--- config.mk ---
export PLATFORM = sky130hd
export DESIGN_NAME = pipo_stage
export DESIGN_NICKNAME = d
export VERILOG_FILES = /design/src/rtl/core/pipo_pkg.sv /design/src/rtl/core/pipo_stage.sv
export SDC_FILE = /design/constraint.sdc
export NUM_CORES = 1
export LEC_CHECK = 0
export BUFFER_PORTS_ARGS = -buffer_cell sky130_fd_sc_hd__buf_2
export CAP_MARGIN = 20
export CORE_ASPECT_RATIO = 0.5
export CORE_MARGIN = 2
export CORE_UTILIZATION = 41
export DETAILED_ROUTE_END_ITERATION = 8
export GPL_ROUTABILITY_DRIVEN = 0
export PLACE_DENSITY_LB_ADDON = 0.1
export SLEW_MARGIN = 40
export SYNTH_ARGS = -nofsm -noshare
export SYNTH_HDL_FRONTEND = slang
export SYNTH_SLANG_ARGS = --single-unit
--- constraint.sdc ---
create_clock -name clk -period 3.2 [get_ports clk]
set_clock_uncertainty 0.1 [all_clocks]
set_input_delay 0 -clock clk [delete_from_list [all_inputs] [get_ports clk]]
set_output_delay 0 -clock clk [all_outputs]
set_load 0.01 [all_outputs]
--- src/rtl/core/pipo_pkg.sv ---
package pipo_pkg;

    typedef logic [7:0][7:0] state_t;

    typedef struct packed {
        logic valid;
        logic op;
    } ctl_t;

    localparam logic OP_ENCRYPT = 1'b0;
    localparam logic OP_DECRYPT = 1'b1;

    localparam logic CFG_KEY_LOW  = 1'b0;
    localparam logic CFG_KEY_HIGH = 1'b1;

    localparam int KIND_ENTRY = 0;
    localparam int KIND_ROUND = 1;
    localparam int KIND_EXIT  = 2;

    localparam logic [7:0][2:0] ROT_FWD = {3'd2, 3'd1, 3'd5, 3'd6, 3'd3, 3'd4, 3'd7, 3'd0};
    localparam logic [7:0][2:0] ROT_INV = {3'd6, 3'd7, 3'd3, 3'd2, 3'd5, 3'd4, 3'd1, 3'd0};

    function automatic logic [7:0] rotl8(input logic [7:0] v, input logic [2:0] n);
        logic [15:0] d;
        d = {v, v} << n;
        return d[15:8];
    endfunction

    function automatic state_t rotate_fwd(input state_t x);
        state_t y;
        for (int k = 0; k < 8; k++)
        begin
            y[k] = rotl8(x[k], ROT_FWD[k]);
        end
        return y;
    endfunction

    function automatic state_t rotate_inv(input state_t x);
        state_t y;
        for (int k = 0; k < 8; k++)
        begin
            y[k] = rotl8(x[k], ROT_INV[k]);
        end
        return y;
    endfunction

    function automatic logic [63:0] round_subkey(input logic [7:0] r, input logic [63:0] kl,
                                                 input logic [63:0] kh);
        logic [63:0] base;
        base = r[0] ? kh : kl;
        return base ^ {56'd0, r};
    endfunction

    function automatic state_t sub_layer(input state_t xi);
        state_t x;
        logic [7:0] a;
        logic [7:0] b;
        logic [7:0] c;
        x = xi;
        x[5] = x[5] ^ (x[7] & x[6]);
        x[4] = x[4] ^ (x[3] & x[5]);
        x[7] = x[7] ^ x[4];
        x[6] = x[6] ^ x[3];
        x[3] = x[3] ^ (x[4] | x[5]);
        x[5] = x[5] ^ x[7];
        x[4] = x[4] ^ (x[5] & x[6]);
        x[2] = x[2] ^ (x[1] & x[0]);
        x[0] = x[0] ^ (x[2] | x[1]);
        x[1] = x[1] ^ (x[2] | x[0]);
        x[2] = ~x[2];
        x[7] = x[7] ^ x[1];
        x[3] = x[3] ^ x[2];
        x[4] = x[4] ^ x[0];
        a = x[7];
        b = x[3];
        c = x[4];
        x[6] = x[6] ^ (a & x[5]);
        a = a ^ x[6];
        x[6] = x[6] ^ (c | b);
        b = b ^ x[5];
        x[5] = x[5] ^ (x[6] | c);
        c = c ^ (b & a);
        x[2] = x[2] ^ a;
        a = x[1] ^ c;
        x[1] = x[0] ^ b;
        x[0] = x[7];
        x[7] = a;
        b = x[3];
        x[3] = x[6];
        x[6] = b;
        c = x[4];
        x[4] = x[5];
        x[5] = c;
        return x;
    endfunction

    function automatic state_t inv_sub_layer(input state_t xi);
        state_t x;
        logic [7:0] a;
        logic [7:0] b;
        logic [7:0] c;
        x = xi;
        a = x[7];
        x[7] = x[0];
        x[0] = x[1];
        x[1] = a;
        a = x[7];
        b = x[6];
        c = x[5];
        x[4] = x[4] ^ (x[3] | c);
        x[3] = x[3] ^ (c | b);
        b = b ^ x[4];
        a = a ^ x[3];
        c = c ^ (b & a);
        x[3] = x[3] ^ (x[4] & x[7]);
        x[0] = x[0] ^ b;
        x[1] = x[1] ^ c;
        x[2] = x[2] ^ a;
        a = x[3];
        x[3] = x[6];
        x[6] = a;
        a = x[5];
        x[5] = x[4];
        x[4] = a;
        x[7] = x[7] ^ x[1];
        x[3] = x[3] ^ x[2];
        x[4] = x[4] ^ x[0];
        x[4] = x[4] ^ (x[5] & x[6]);
        x[5] = x[5] ^ x[7];
        x[3] = x[3] ^ (x[4] | x[5]);
        x[6] = x[6] ^ x[3];
        x[7] = x[7] ^ x[4];
        x[4] = x[4] ^ (x[3] & x[5]);
        x[5] = x[5] ^ (x[7] & x[6]);
        x[2] = ~x[2];
        x[1] = x[1] ^ (x[2] | x[0]);
        x[0] = x[0] ^ (x[2] | x[1]);
        x[2] = x[2] ^ (x[1] & x[0]);
        return x;
    endfunction

endpackage

--- src/rtl/core/pipo_stage.sv ---
module pipo_stage #(
    parameter int ROUNDS = 13,
    parameter int KIND   = 1,
    parameter int RND    = 1
) (
    input  logic               clk,
    input  logic               rst_n,
    input  pipo_pkg::ctl_t     up_ctl,
    input  pipo_pkg::state_t   up_data,
    output logic               up_ready,
    output pipo_pkg::ctl_t     dn_ctl,
    output pipo_pkg::state_t   dn_data,
    input  logic               dn_ready,
    input  logic [63:0]        key_low,
    input  logic [63:0]        key_high
);

    localparam logic [7:0] ENC_RC  = 8'(RND);
    localparam logic [7:0] DEC_RC  = 8'(ROUNDS + 1 - RND);
    localparam logic [7:0] ZERO_RC = 8'd0;

    pipo_pkg::ctl_t   ctl_reg;
    pipo_pkg::state_t data_reg;
    pipo_pkg::state_t data_next;
    logic [63:0]      rk_zero;
    logic [63:0]      rk_enc;
    logic [63:0]      rk_dec;

    assign rk_zero = pipo_pkg::round_subkey(ZERO_RC, key_low, key_high);
    assign rk_enc  = pipo_pkg::round_subkey(ENC_RC, key_low, key_high);
    assign rk_dec  = pipo_pkg::round_subkey(DEC_RC, key_low, key_high);

    always_comb
    begin
        data_next = up_data;
        case (KIND)
            pipo_pkg::KIND_ENTRY:
            begin
                if (up_ctl.op == pipo_pkg::OP_ENCRYPT)
                begin
                    data_next = up_data ^ rk_zero;
                end
            end
            pipo_pkg::KIND_ROUND:
            begin
                if (up_ctl.op == pipo_pkg::OP_ENCRYPT)
                begin
                    data_next = pipo_pkg::rotate_fwd(pipo_pkg::sub_layer(up_data)) ^ rk_enc;
                end
                else
                begin
                    data_next = pipo_pkg::inv_sub_layer(pipo_pkg::rotate_inv(up_data ^ rk_dec));
                end
            end
            pipo_pkg::KIND_EXIT:
            begin
                if (up_ctl.op == pipo_pkg::OP_DECRYPT)
                begin
                    data_next = up_data ^ rk_zero;
                end
            end
            default:
            begin
                data_next = up_data;
            end
        endcase
    end

    assign up_ready = !ctl_reg.valid || dn_ready;

    always_ff @(posedge clk or negedge rst_n)
    begin
        if (!rst_n)
        begin
            ctl_reg <= '0;
        end
        else if (up_ready)
        begin
            ctl_reg <= up_ctl;
        end
    end

    always_ff @(posedge clk)
    begin
        if (up_ready && up_ctl.valid)
        begin
            data_reg <= data_next;
        end
    end

    assign dn_ctl  = ctl_reg;
    assign dn_data = data_reg;

endmodule

==> summary.md <==
| Metric | Value |
|---|---|
| Mean post-synth cell area | 7.70 um2 |
| Met3 GRT Util | 2.59% |
| CTS Buf Count | 9 |
| YS warnings | 0 |
| Unrepaired setup endpoints after global routing | false |
| Pwr/cell area | 476 nW/um2 |
| Initial antenna violation count | 1 |
| Vias per cell | 5.76 |
| Worst Tran Pin Value | 784 ps |
| Vias | 14300 |
| Count leader, synth | xnor2_1 |
| DIE HEIGHT | 136 um |
| Row count | 48 |
| Met2 GRT Util | 42.4% |
| Share of layout cells above drive strength 1 | 19.6% |
| Die area | 36600 um2 |
| Period utilisation layout | 77.6% |
| Fin worst setup slack | 716 ps |
| Drt pass-1 iters | 5 |
| Status | completed |
| Core area | 34500 um2 |
| Startpoint Class | input pin |
| HP Class | input pin to register |
| CTS max path bufs | 2 |
| Initial core utilization | 41.6% |
| Post-synth top flop | edfxtp_1 |
| Bufs and invs on worst path | 1 |
| Setup TNS | 0 ps |
| Max stage delay cell, worst path | xor2_1 |
| DRT iter0 DRCs | 1532 |
| Setup crit end kind | register |
| Crit path kind | input pin to register |
| CTS root buffer | clkbuf_16 |
| Lkg Pwr | 5.93 nW |
| Synth unique cells | 87 |
| Remaining antenna violation count | 0 |
| Syn_nets | 2058 |
| Avg WL per Cell | 20.0 um |
| CTS H-tree lvls | 3 |
| R2R setup slack | 1560 ps |
| Gr ovfl total | 0 |
| Worst-path clk slew | 60 ps |
| Hold Vio Cnt, Final | 0 |
| CP required | 3190 ps |
| Final Max Slew Viols | 0 |
| # fillers | 3601 |
| GR met1 Demand/Resource | 39.3% |
| I/O pins | 264 |
| Vias in the first global route | 12700 |
| MaxCap Viol Count | 0 |
| Post-Place Cell Area | 15800 um2 |
| Cells after synthesis | 1861 |
| Die Wd | 268 um |
| EDFF count, synth | 64 |
| Max FO, Critical Path | 8 |
| Area Overhead vs Synth | 12.8% |
| Tmin final | 2480 ps |
| Hpwl dp | 39100 um |
| Final setup fails | 0 |
| Post-synthesis register bit count | 66 |
| First-pass GRT wire length | 75300 um |
| Area leader, netlist | xnor2_1 |
| Busiest layer in global routing | met2 |
| VDD IR-drop max | 0.000249 V |
| Area contributors post-synth | xnor2_1 20%, edfxtp_1 13%, xor2_1 6.0% |
| IO Port Bufs | 199 |
| Final wirelength | 49800 um |
| F_max | 0.403 GHz |
| Max-Slew Margin vs Limit | 47.4% |
| Post-Syn Area | 14300 um2 |
| Worst EP arrival | 2470 ps |
| Seq/Total Area, Yosys | 13.8% |
| Clk_lat worst skew | 360 ps |
| Overall power | 7.70 mW |
| DRC | 0 |
| Synth top cells by count | 330 x xnor2_1, 181 x nand2_1, 161 x nor2_1 |
| Top cell type's share of synthesized area | 20.2% |
| Crit path cell chain | buf_2, xor2_1, nor4_1, a2111oi_0, a21oi_1, xor2_1, nor2_2, xor2_1, mux2i_1 |
| Clock sinks | 66 |
| Delay-heaviest family, CP | XOR/XNOR gates |
| Largest net degree at the start of global routing | 60 |
| Max incr delay on CP | 530 ps |
| Final nets | 2200 |
| Most used cell, CP | xor2_1 |
| TritonCTS clock tree | built |
| Gr usage total | 26.8% |
| Final instance area | 16200 um2 |
| Ys async rst share | 3.03% |
| Pre-CTS setup slack | 351 ps |
## where the power goes
group,internal (mW),switching (mW)
Sequential,1.26,0.0679
Combinational,2.14,3.10
Clock,0.686,0.451
## area by class of cell
class	instances	area (um2)	share of cell area, %
diodes	1	2.50	0.0155
repair buffers	271	1580	9.75
clock inverters	6	90.1	0.557
clock buffers	10	229	1.42
inverters	25	93.8	0.580
well taps	475	594	3.68
flip-flops and latches	66	1970	12.2
multi-input cells	1630	11600	71.8
## repair_timing
item                      CTS  global route
buffers inserted            0             0
gates resized for setup     0             0
hold buffers                5             0
hold endpoints to repair    5             0
## cell families after synthesis
kind of cell | Yosys count | share of synthesized area, %
xor gates and xnor gates | 475 | 31.8
buffers and inverters | 165 | 5.42
adders and majority gates | 1 | 0.0698
and+or+nand+nor | 575 | 18.5
muxes | 81 | 5.81
AOI/OAI and AO/OA | 498 | 24.6
DFF | 66 | 13.8
## metrics by stage
step | instances | utilization (%) | hold slack, ps
after floorplan | 1861 | - | -396
after global placement | 2460 | 45.6 | -313
after detailed placement | 2462 | 45.8 | -315
after CTS | 2483 | 46.8 | 12.3
after global routing | 2484 | 46.9 | 12.5
final | 2484 | 46.9 | 13.7
## final timing paths
path	cells after the start	endpoint	start
worst max register to register	4	dn_data[14]$_DFFE_PP_	dn_ctl[1]$_DFFE_PN0N_
worst max-delay path	9	dn_data[55]$_DFFE_PP_	up_data[7]
min in group asynchronous	3	dn_ctl[1]$_DFFE_PN0N_	rst_n
max in group asynchronous	3	dn_ctl[0]$_DFFE_PN0N_	rst_n
worst min-delay path	3	dn_data[53]$_DFFE_PP_	key_high[53]
worst min register to register	1	dn_ctl[0]$_DFFE_PN0N_	dn_ctl[0]$_DFFE_PN0N_
## cells in the final DEF, fill, tap and decap left out, types with 21 or more instances in the layout
cell and instances:
a211oi_1 45, a21oi_1 83, a31oi_1 33, and2_1 24
buf_2 198, buf_4 66, edfxtp_1 64, inv_1 21
mux2i_1 63, nand2_1 181, nand2b_1 26, nand3_1 49
nor2_1 161, nor3_1 49, o211ai_1 21, o21ai_0 104
xnor2_1 327, xnor2_2 31, xor2_1 98
## state kept, by name, summed over array words and instances, names as in the netlist
signal	count
dn_ctl	2
dn_data	64
## layer usage
layer | vias to the layer above | share of wire (%) | wire length, um
met3 | 42 | 5.5 | 2760
li1 | 6960 | - | -
met2 | 448 | 45 | 22400
met5 | - | 0 | 0
met4 | 0 | 1.7 | 833
met1 | 6854 | 48 | 23800
## worst reg2reg max path: stages (launching register included)
cell and delay [ps]:
dfrtp_1 370, nand2b_1 150, and2_4 190, buf_12 220, buf_12 280
(Power assumes the default switching activity.)
